**src/rtl/core/urdiv_pkg.sv**
```systemverilog
// ----------------------------------------------------------------------------
// urdiv_pkg
// Shared constants and types for the unsigned restoring divider.
// ----------------------------------------------------------------------------
package urdiv_pkg;

    localparam int FIELD_WIDTH    = 32;
    localparam int MAX_WIDTH      = 64;
    localparam int DATA_WIDTH_DEF = 32;

    typedef struct packed {
        logic                   div_by_zero;
        logic [FIELD_WIDTH-1:0] remainder;
        logic [FIELD_WIDTH-1:0] quotient;
    } result_t;

    typedef struct packed {
        logic valid;
        logic ready;
    } hs_t;

endpackage

```
**src/rtl/core/urdiv_out.sv**
```systemverilog
// ----------------------------------------------------------------------------
// urdiv_out
// Output register with a skid entry; freezes the pipeline only when both fill.
// ----------------------------------------------------------------------------
module urdiv_out (
    input  logic               aclk,
    input  logic               aresetn,
    input  logic               in_valid,
    input  urdiv_pkg::result_t in_item,
    output logic               en,
    output urdiv_pkg::hs_t     m_hs_out,   // valid toward the sink, ready toward the source
    input  logic               m_ready,
    output urdiv_pkg::result_t m_item
);

    logic               out_valid_reg;
    logic               skid_valid_reg;
    urdiv_pkg::result_t out_item_reg;
    urdiv_pkg::result_t skid_item_reg;
    logic               out_free;

    assign en       = !skid_valid_reg;
    assign out_free = !out_valid_reg || m_ready;

    always_ff @(posedge aclk) begin
        if (!aresetn) begin
            out_valid_reg  <= 1'b0;
            skid_valid_reg <= 1'b0;
        end else if (skid_valid_reg) begin
            if (m_ready) begin
                out_valid_reg  <= 1'b1;
                skid_valid_reg <= 1'b0;
            end
        end else if (in_valid) begin
            if (out_free) begin
                out_valid_reg <= 1'b1;
            end else begin
                skid_valid_reg <= 1'b1;
            end
        end else if (m_ready) begin
            out_valid_reg <= 1'b0;
        end
    end

    always_ff @(posedge aclk) begin
        if (skid_valid_reg) begin
            if (m_ready) begin
                out_item_reg <= skid_item_reg;
            end
        end else if (in_valid) begin
            if (out_free) begin
                out_item_reg <= in_item;
            end else begin
                skid_item_reg <= in_item;
            end
        end
    end

    assign m_hs_out.valid = out_valid_reg;
    assign m_hs_out.ready = en;
    assign m_item         = out_item_reg;

endmodule

```
**config.mk**
```make
export PLATFORM = sky130hd
export DESIGN_NAME = urdiv_out
export DESIGN_NICKNAME = d
export VERILOG_FILES = /design/src/rtl/core/urdiv_pkg.sv /design/src/rtl/core/urdiv_out.sv
export SDC_FILE = /design/constraint.sdc
export NUM_CORES = 1
export LEC_CHECK = 0
export ABC_AREA = 1
export BUFFER_PORTS_ARGS = -buffer_cell sky130_fd_sc_hd__buf_2
export CAP_MARGIN = 10
export CORE_ASPECT_RATIO = 1.2
export CORE_UTILIZATION = 55
export DETAILED_ROUTE_END_ITERATION = 10
export PLACE_DENSITY = 0.84
export SYNTH_ARGS = -nofsm -noshare
export SYNTH_HDL_FRONTEND = slang
export SYNTH_SLANG_ARGS = --single-unit
export TNS_END_PERCENT = 10
```
**constraint.sdc**
```tcl
create_clock -name aclk -period 10.65 [get_ports aclk]
set_input_delay 1.5975 -clock aclk [delete_from_list [all_inputs] [get_ports aclk]]
set_output_delay 1.5975 -clock aclk [all_outputs]
set_load 0.03 [all_outputs]
```
Word-level counts from Yosys, hierarchy flattened:

Cells that the tools add are included.

* equal/unequal tests: 2
* multiplexer cells: 13
* bitwise operators: 2
* reduce and logical (&&, ||, !) cells: 9

Operators with widths (number)
* two-way mux 65 bit: 4
* two-way mux 1 bit: 9
* AND reduction 3 bit: 3
* nonzero test 2 bit: 3
* inequality test 3 x 1 -> 1 bit (second input constant): 1
* zero test 1 bit: 2
* inequality test 2 bit (second input constant): 1
* NOT 1 bit: 2
* logical OR 1 bit: 1

* bits in registers: 132
* input port bits: 69
* output and inout bits: 68
* word-level logic and storage cells: 34

Longest topological paths before layout:

* word-level depth: 5
* mapped depth: 6
* mapped depth without buffers: 6

Worst setup path after synthesis:

Ideal clock, no wire load.

* kind: input to register
* from: input port m_ready
* to: register out_item_reg, in the netlist m_item[0], enable pin
* setup time: 0.489 ns
* data arrival time: 4.477 ns
* data required time: 10.161 ns
* slack: 5.684 ns
* stages on the path: 4
* path buffers: 0
* cells stage by stage: inv_1 -> nand2_1 -> nand2_1 -> nor2_1

* longest elaborated chain between the ends: 3
* elaborated cells on any way between the ends: 4
* classes of those cells: eq/ne: 1; reduce/logical: 3

Ends and longest elaborated chain
* start, declared: RTL line urdiv_out.sv:12 `input logic m_ready,`
* logical OR 1 bit: RTL line urdiv_out.sv:23 `assign out_free = !out_valid_reg || m_ready;`
* nonzero test 2 bit (no line)
* AND reduction 3 bit (no line) *
* end signal, assigned: RTL line urdiv_out.sv:48 `out_item_reg <= skid_item_reg;`
* end signal, assigned: RTL line urdiv_out.sv:52 `out_item_reg <= in_item;`
* end, declared: RTL line urdiv_out.sv:18 `urdiv_pkg::result_t out_item_reg;`

Mark *: on every way between the ends. The rest lies on a longest branch, timed or not.
A chain may end at the register's enable or synchronous reset.

Worst setup path after layout:

* from: register skid_valid_reg
* to: output port en

* longest elaborated chain between the ends: 1

Ends and longest elaborated chain
* start, declared: RTL line urdiv_out.sv:17 `logic skid_valid_reg;`
* start signal, assigned: RTL line urdiv_out.sv:28 `skid_valid_reg <= 1'b0;`
* start signal, assigned: RTL line urdiv_out.sv:32 `skid_valid_reg <= 1'b0;`
* start signal, assigned: RTL line urdiv_out.sv:38 `skid_valid_reg <= 1'b1;`
* zero test 1 bit: RTL line urdiv_out.sv:22 `assign en = !skid_valid_reg;`
* end, declared: RTL line urdiv_out.sv:10 `output logic en,`

Every way passes these cells.

==> run_results.csv <==
group,metric,value,unit
route,drt-initial-drc-count,228,
run,maxCapViolCount,0,
route,post_drt_wl_per_cell,14.40,microns
placed_design,gp_congestion,0.8235,
die,core,8564,sq um
layout,multiInputGateArea,778.2,sq um
clock_tree,cts.clk_slew.worst_paths,50,ps
clock_tree,holdBufCountCts,0,
sta,finalHoldViolCount,0,
route,via_per_inst,4.859,
power,power_leakage,0.002688,uW
placed_design,place_area,5595,sq um
die,io_pins,137,
critical_path,r2r_start,"skid_valid_reg$_SDFF_PN0_",
power,peakVddDrop,0.0001531,V
clock_tree,cts_resized,0,
layout,fin_nets,571,
synth,synth_top_area_frac,0.8070,
route,vias,3071,
placed_design,io_buffers,136,
synth,synth_fp_nets,430,
sta,period_minus_slack,4533,ps
power,pwr-share-clk,0.452,
layout,layout-drive-gt1-share,0.3262,
die,initial_utilization,0.5648,
global_routing,antenna_found_initial,0,
synth,yosysUniqueCellTypes,10,
die,num_rows,37,
synth,netlist_area,4837,sq um
global_routing,grt_overflow,0,
layout,seqCellArea,3945,sq um
sta,finalWorstSetupSlack,6117,ps
sta,tightest_slew,1259,ps
sta,rsz0062_at_grt,"no",
synth,ys_seq_area_frac,0.8153,
clock_tree,ctsRootBufferMaster,"clkbuf_8",
layout,final_cell_mix,"nand2_1 (201), buf_2 (136), edfxtp_1 (130)",
power,powerDensity,212.9,nW/um^2
clock_tree,numCtsBuffers,17,
power,p_comb_frac,0.083,
critical_path,startpoint_type,"register",
layout,syn2layout_area_growth,28.27,%
critical_path,crit_arrival,2940,ps
critical_path,cp.required,9050,ps
clock_tree,cts_setup_buffers,0,
clock_tree,htree_levels,4,
power,swShare,0.2170,
route,drt-pass1-iter-count,6,
synth,synth_cells,361,
clock_tree,clock_path_buffers,2,
die,die-height,104.7,microns
sta,slew_headroom,0.1604,
synth,synth_area_leaders,"edfxtp_1 (81%), nand2_1 (16%), buf_4 (0.93%)",
global_routing,grt_max_degree,69,
layout,n_fill_cell,566,
power,p_int,1034,uW
sta,finalSetupTns,0,ps
worst_hold_path,min_path_type,"register to register",
global_routing,track_usage,0.2126,
critical_path,crit_type,"register to output pin",
clock_tree,cts.sinks,132,
layout,final_common_cell,"nand2_1",
critical_path,crit_start,"skid_valid_reg$_SDFF_PN0_",
global_routing,grt_pass1_vias,2908,
route,final_antenna_net_count,0,
sta,fin_skew,6.119,ps
layout,diodes,0,
clock_tree,insertion_delay,520,ps
sta,finalMaxSlewViolations,0,
synth,synth_area_leader_cell,"edfxtp_1",
sta,setup_viol,0,
die,die_x,87.61,microns
die,dieArea,9175,sq um
power,pwr-share-seq,0.465,
placed_design,pre_cts_slack,6716,ps
route,drc,0,
sta,hold_slack,515.3,ps
critical_path,end_kind,"output pin",
run_status,status,"complete, no violations",
synth,ys_warn_count,0,
route,routed_wl,9099,microns
synth,ys_ff_latch,132,
placed_design,dp_hpwl,5368,microns
worst_hold_path,hp-start,"skid_item_reg[6]$_DFFE_PP_",
sta,max_freq,220.6,MHz
layout,stdcell_area,6205,sq um
synth,avgSynthCellArea,13.40,sq um
critical_path,critPathMaxFanout,68,
sta,finalCritPeriodShare,0.4256,
power,power.switching,286.6,uW
clock_tree,cts_tree,"built",
global_routing,grt_pass1_wl,13790,microns
[metrics by stage]
stage               power (uW)  cells  utilization
floorplan                693.4    361            -
finish                    1321    632       0.7245
CTS                       1330    632       0.7245
global route              1362    632       0.7245
global placement         729.8    600       0.6533
detailed placement       733.5    600       0.6533
[cell families after synthesis]
| family | share of synthesized area |
|---|---|
| compound gates | 0.001034 |
| buf+inv | 0.02535 |
| flops | 0.8153 |
| simple gates | 0.1583 |
[power groups by stage]
stage               clock, uW  sequential, uW  combinational (uW)
floorplan                   0             665                28.5
global placement            0             624                 106
detailed placement          0             624                 109
CTS                       606             614                 110
global route              627             617                 118
finish                    597             614                 109
[cells in the mapped netlist, drive strengths merged]
cell / number
dfxtp: 2
a21oi: 1
nand2: 201
buf: 14
clkbuf: 2
nor2: 3
edfxtp: 130
inv: 8
[critical path, cell delays in order, from the launching register on]
cell,delay [ps]
dfxtp_2,1140
inv_2,810
buf_2,410
[path summary, 6_finish.rpt]
path | cells after the start | slack [ps] | endpoint
max reg2reg | 5 | 7160 | m_item[23]$_DFFE_PP_
min reg2reg | 2 | 520 | m_item[6]$_DFFE_PP_
max | 2 | 6120 | en
min | 2 | 520 | m_item[6]$_DFFE_PP_
[per-layer routing]
| metal | share of wire | track usage | vias to the layer above |
|---|---|---|---|
| li1 | - | - | 1491 |
| met1 | 0.39 | 0.2548 | 1394 |
| met2 | 0.50 | 0.3209 | 158 |
| met3 | 0.076 | 0.07741 | 28 |
| met4 | 0.034 | 0.1393 | 0 |
| met5 | 0 | 0 | - |
[final cells by class]
type	instances	share of cell area
sequential	132	0.6358
multi-input combinational	205	0.1254
timing repair buffer	138	0.1121
clock buffer	19	0.06796
clock inverter	13	0.03025
tap	117	0.02359
inverter	8	0.004840
No activity file was read; power rests on OpenSTA's default activity.
