<file path="src/rtl/core/urdiv_pkg.sv">
// ----------------------------------------------------------------------------
// urdiv_pkg
// Shared constants and types for the unsigned restoring divider.
// ----------------------------------------------------------------------------
package urdiv_pkg;

    localparam int FIELD_WIDTH    = 32;
    localparam int MAX_WIDTH      = 64;
    localparam int DATA_WIDTH_DEF = 32;

    typedef struct packed {
        logic                   div_by_zero;
        logic [FIELD_WIDTH-1:0] remainder;
        logic [FIELD_WIDTH-1:0] quotient;
    } result_t;

    typedef struct packed {
        logic valid;
        logic ready;
    } hs_t;

endpackage

</file>
<file path="src/rtl/core/urdiv_stage.sv">
// ----------------------------------------------------------------------------
// urdiv_stage
// One restoring division step: shift in a dividend bit, subtract if it fits.
// ----------------------------------------------------------------------------
module urdiv_stage #(
    parameter int DATA_WIDTH = urdiv_pkg::DATA_WIDTH_DEF
) (
    input  logic                  aclk,
    input  logic                  aresetn,
    input  logic                  en,
    input  logic                  in_valid,
    input  logic [DATA_WIDTH-1:0] in_nq,     // dividend bits left, quotient bits in
    input  logic [DATA_WIDTH-1:0] in_den,
    input  logic [DATA_WIDTH-1:0] in_rem,
    input  logic                  in_dz,
    output logic                  out_valid,
    output logic [DATA_WIDTH-1:0] out_nq,
    output logic [DATA_WIDTH-1:0] out_den,
    output logic [DATA_WIDTH-1:0] out_rem,
    output logic                  out_dz
);

    logic                  valid_reg;
    logic [DATA_WIDTH-1:0] nq_reg;
    logic [DATA_WIDTH-1:0] den_reg;
    logic [DATA_WIDTH-1:0] rem_reg;
    logic                  dz_reg;

    logic [DATA_WIDTH:0]   trial;
    logic [DATA_WIDTH:0]   diff;
    logic                  fits;
    logic [DATA_WIDTH-1:0] nq_next;
    logic [DATA_WIDTH-1:0] rem_next;

    always_comb begin
        trial    = {in_rem, in_nq[DATA_WIDTH-1]};
        diff     = trial - {1'b0, in_den};
        fits     = (trial >= {1'b0, in_den});
        rem_next = fits ? diff[DATA_WIDTH-1:0] : trial[DATA_WIDTH-1:0];
        nq_next  = {in_nq[DATA_WIDTH-2:0], fits};
    end

    always_ff @(posedge aclk) begin
        if (!aresetn) begin
            valid_reg <= 1'b0;
        end else if (en) begin
            valid_reg <= in_valid;
        end
    end

    always_ff @(posedge aclk) begin
        if (en) begin
            nq_reg  <= nq_next;
            den_reg <= in_den;
            rem_reg <= rem_next;
            dz_reg  <= in_dz;
        end
    end

    assign out_valid = valid_reg;
    assign out_nq    = nq_reg;
    assign out_den   = den_reg;
    assign out_rem   = rem_reg;
    assign out_dz    = dz_reg;

endmodule

</file>
<file path="config.mk">
export PLATFORM = sky130hd
export DESIGN_NAME = urdiv_stage
export DESIGN_NICKNAME = d
export VERILOG_FILES = /design/src/rtl/core/urdiv_pkg.sv /design/src/rtl/core/urdiv_stage.sv
export SDC_FILE = /design/constraint.sdc
export NUM_CORES = 1
export LEC_CHECK = 0
export ABC_AREA = 1
export BUFFER_PORTS_ARGS = -buffer_cell sky130_fd_sc_hd__buf_4
export CORE_MARGIN = 10
export CORE_UTILIZATION = 50
export CTS_BUF_LIST = sky130_fd_sc_hd__clkbuf_4
export CTS_CLUSTER_DIAMETER = 150
export CTS_CLUSTER_SIZE = 10
export DETAILED_ROUTE_END_ITERATION = 6
export PLACE_DENSITY = 0.84
export RECOVER_POWER = 25
export SYNTH_ARGS = -nofsm -noshare
export SYNTH_HDL_FRONTEND = slang
export SYNTH_SLANG_ARGS = --single-unit
</file>
<file path="constraint.sdc">
create_clock -name aclk -period 2.35 [get_ports aclk]
set_clock_uncertainty 0.15 [all_clocks]
set_input_delay 0.3525 -clock aclk [delete_from_list [all_inputs] [get_ports aclk]]
set_output_delay 0.3525 -clock aclk [all_outputs]
set_load 0.01 [all_outputs]
</file>
Word-level counts from Yosys, hierarchy flattened

Index checks and enable logic that the tools add are counted.

$add $sub $neg: 1
Magnitude comparators: 1
Mux-type cells: 1

Operators by type and width:

| operator       | number |
|---|---|
| $ge 33x32->1   | 1 |
| $mux 32        | 1 |
| $sub 32x32->32 | 1 |

Logic and storage cells: 8
Bits of input ports: 101
Register bits: 98

Logic depth before layout (Yosys ltp)

Depth in word-level cells: 2
Gate-level depth with buffers: 16
Gate-level depth less buffers: 14

Worst setup path after synthesis

No wires, ideal clock.

Kind: input to register
From: input port in_nq[31]
To: register rem_reg[16], in the netlist out_rem[16] (data pin)
Arrival: 1.715 ns
Setup slack: 0.233 ns
Stages: 13
Cells stage by stage: inv_1 -> ha_1 -> fa_1 -> inv_1 -> nand3_1 -> nand3_1 -> nand2_1 -> nand3_1 -> nand3_1 -> nand2_1 -> nand2_1 -> nand3_2 -> nand2_1

Longest elaborated chain between the ends: 2

RTL lines:

| what                                           | line                                 | text |
|---|---|---|
| from (decl)                                    | urdiv_stage.sv:12                    | `input logic [DATA_WIDTH-1:0] in_nq,` |
| $sub 32x32->32 or $ge 33x32->1 (tied branches) | urdiv_stage.sv:37, urdiv_stage.sv:38 |  |
| $mux 32 *                                      | urdiv_stage.sv:39                    | `rem_next = fits ? diff[DATA_WIDTH-1:0] : trial[DATA_WIDTH-1:0];` |
| named net rem_next[16]                         | urdiv_stage.sv:33                    | `logic [DATA_WIDTH-1:0] rem_next;` |
| to (signal assigned)                           | urdiv_stage.sv:55                    | `rem_reg <= rem_next;` |
| to (decl)                                      | urdiv_stage.sv:26                    | `logic [DATA_WIDTH-1:0] rem_reg;` |

The timed path passes the listed nets; every way through them passes the cells marked *.
A chain may end at the register's enable or synchronous reset.

Worst setup path after layout

From: input port in_den[1]
To: register rem_reg[11], in the netlist out_rem[11] (data pin)

Longest elaborated chain between the ends: 2

RTL lines:

| what                                           | line                                 | text |
|---|---|---|
| from (decl)                                    | urdiv_stage.sv:13                    | `input logic [DATA_WIDTH-1:0] in_den,` |
| $sub 32x32->32 or $ge 33x32->1 (tied branches) | urdiv_stage.sv:37, urdiv_stage.sv:38 |  |
| $mux 32 *                                      | urdiv_stage.sv:39                    |  |
| named net rem_next[11]                         | urdiv_stage.sv:33                    |  |

Marks and branches as above.

==> flow_summary.yaml <==
grt:
  grt_pass1_vias: 6454
  top_usage_layer: "met2"
  grt_antenna_before_repair: 1
  grt_util_met1_pct: 28.4
  grtUsageMet3_pct: 5.72
  use_met2_pct: 45.4
  grt_remaining_overflow: 0
  grt_pass1_wl_um: 33300
  grt_max_degree: 41
  gr-usage-all-layers_pct: 25.3
worst_hold_path:
  hold_class: "input port to flop"
clock_network:
  htreeDepth: 3
  clock-root-buffer: "clkbuf_4"
  clock_latency_ns: 0.49
  cts.sinks: 98
  cts_buffer_depth: 2
  clkSlewWorstSetupHoldPaths_ns: 0.15
  cts_tree: "done"
  cts_buffers: 9
floorplan:
  die_width_um: 131
  core_area_mm2: 0.0120
  io_pins: 199
  dieHeight_um: 131
  start_util_pct: 51.1
  dieArea_mm2: 0.0170
  row_count: 40
power_and_ir_drop:
  internal-power_mw: 3.31
  power.share.combinational_pct: 34.7
  p_sw_share_pct: 32.1
  powerDensity_mw_per_mm2: 525
  switchingPower_mw: 1.57
  p_clk_share_pct: 20.1
  ir_drop_v: 0.000299
  p_leak_nw: 4.83
  seqPwrFrac_pct: 45.2
sta:
  period_share_pct: 97.0
  tightest_slew_ns: 0.971
  hold_viol_final: 0
  max_freq_ghz: 0.439
  finalSetupViolations: 0
  min_period_ns: 2.28
  slew_headroom_pct: 35.3
  maxSlewViolCount: 0
  hold_slack_ns: 0.0159
worst_setup_path:
  crit_type: "input port to flop"
  worst_setup_path_end_kind: "flop"
  critPathMaxFanout: 22
  cp-start-kind: "input port"
  cp_data_arrival_time_ns: 2.39
  crit_required_ns: 2.46
yosys:
  synth_area_leader_cell: "edfxtp_1"
  yosysTopAreaCellShare_pct: 47.7
  synth-edff-count: 97
  yosys_register_bits: 98
  synth_cell_types: 27
  syn_nets: 882
  ys_warn_count: 0
  synthFlopType: "edfxtp_1"
  synth_area_mm2: 0.00611
  synth_area_leaders: "edfxtp_1 (48%), nand2_1 (17%), inv_1 (9.3%)"
  ys_async_sr_fraction_pct: 0
  postSynthCellCount: 748
  avgSynthCellArea_um2: 8.16
  ys_seq_area_share_pct: 48.0
route:
  wirelength_um: 22000
  antenna_left: 0
  viasPerCell: 5.02
  vias: 6268
  wl_per_cell_um: 17.6
  drtIter0Drc: 516
  drc: 0
  drt-pass1-iter-count: 5
final_layout:
  fin_area_mm2: 0.00927
  syn2layout_area_growth_pct: 51.9
  nFillCells: 845
  drive_above_1_share_pct: 29.1
  post-route-util_pct: 77.5
  layoutNonFillerInstCount: 1249
  layout.nets: 1230
placement:
  post_dp_cell_area_mm2: 0.00830
  gp_congestion: 0.946
  numPortBuffers: 198
  place_inst: 1157
  hpwlAfterDp_um: 14900
job:
  maxCapViolCount: 0
outcome:
  outcome: "completed"
[path summary, 6_finish.rpt]
kind / depth (start not counted) / to / slack [ns] / start
worst max-delay path: 14 / out_rem[11] / 0.07 / in_den[1]
worst min-delay path: 3 / out_rem[28] / 0.02 / in_rem[27]
worst max register to register: 3 / out_valid / 0.82 / out_valid
worst min register to register: 3 / out_valid / 1.11 / out_valid
[through the flow]
stage          TNS (ns)  setup slack [ns]  power [mW]
2_1_floorplan         0             0.233        2.96
3_3_place_gp      -1.52            -0.101        3.71
3_5_place_dp      -2.41            -0.151        3.75
4_1_cts               0           0.00809        4.80
5_1_grt         -0.0400           -0.0270        5.11
6_report              0            0.0710        4.87
[power by group through the flow]
stage / sequential (mW) / clock, mW / combinational [mW]
finish: 2.20 / 0.981 / 1.69
global placement: 2.22 / 0 / 1.49
floorplan: 2.32 / 0 / 0.630
global route: 2.22 / 1.05 / 1.85
detailed placement: 2.23 / 0 / 1.52
CTS: 2.19 / 0.987 / 1.62
[worst max-delay path, stage by stage]
cell	delay, ns
dlygate4sd3_1	0.53
buf_4	0.13
inv_2	0.05
ha_4	0.27
nand2_1	0.06
nor2_2	0.09
nand3_1	0.10
nand3_2	0.11
nand2_2	0.10
nand2_4	0.11
nand2_8	0.07
buf_8	0.18
nand3_1	0.13
nand2_1	0.10
[Yosys cell counts, types with 7 or more instances]
cell type	number
buf_2	7
nand3_1	56
inv_1	151
xor2_1	13
nor2_1	34
nand3b_1	11
edfxtp_1	97
ha_1	32
nand2_1	274
a21oi_1	22
and2_1	8
nand3_2	11
[sequential cells by signal, indices dropped and copies added, names as in the netlist]
name	count
out_den	32
out_nq	32
out_valid	1
out_rem	32
out_dz	1
[what timing repair did]
action / CTS / global route
endpoints found under the setup margin: 0 / 32
hold buffers: 74 / 0
setup buffers: 0 / 2
hold endpoints to repair: 73 / 0
resized for setup: 0 / 26
[logic make-up after synthesis]
kind of cell               count (synthesis)  synth area share (%)
xor gates and xnor gates                  14                  2.01
buffers and inverters                    161                  10.7
and+or+nand+nor                          415                  30.1
AOI/OAI and AO/OA                         27                  2.29
adders and majority gates                 33                  6.88
DFF                                       98                  48.0
[per-layer routing]
metal  share of wire [%]  routed length [um]
met1                  38                8360
met2                  50               11000
met3                 9.3                2060
met5                   0                   0
met4                 2.6                 570
[placed cells by master, fill, tap and decap left out, types with 2 or more instances in the layout]
cell type / count
nand2_1: 270
inv_2: 2
dlygate4sd3_1: 72
nand3_2: 14
ha_1: 29
ha_4: 3
o21ai_0: 3
nor3_1: 6
inv_6: 2
inv_1: 148
nor2_1: 34
xor2_1: 13
nand4_1: 3
nand2_8: 2
buf_12: 3
a21oi_1: 21
a21o_1: 2
clkbuf_4: 46
nor3_2: 2
edfxtp_1: 97
nand3_1: 53
nand3b_1: 11
clkbuf_1: 6
nand2_2: 6
and2_1: 8
nor2_2: 3
buf_4: 225
[layout make-up]
type | count | area, um2 | share of cell area (%)
flip-flops and latches | 98 | 2930 | 31.6
repair buffers | 347 | 2830 | 30.6
multi-input cells | 489 | 2610 | 28.1
inverters | 151 | 569 | 6.14
well taps | 147 | 184 | 1.98
clock buffers | 11 | 82.6 | 0.890
clock inverters | 5 | 61.3 | 0.661
diodes | 1 | 2.50 | 0.0270
No activity file was read; power rests on OpenSTA's default activity.
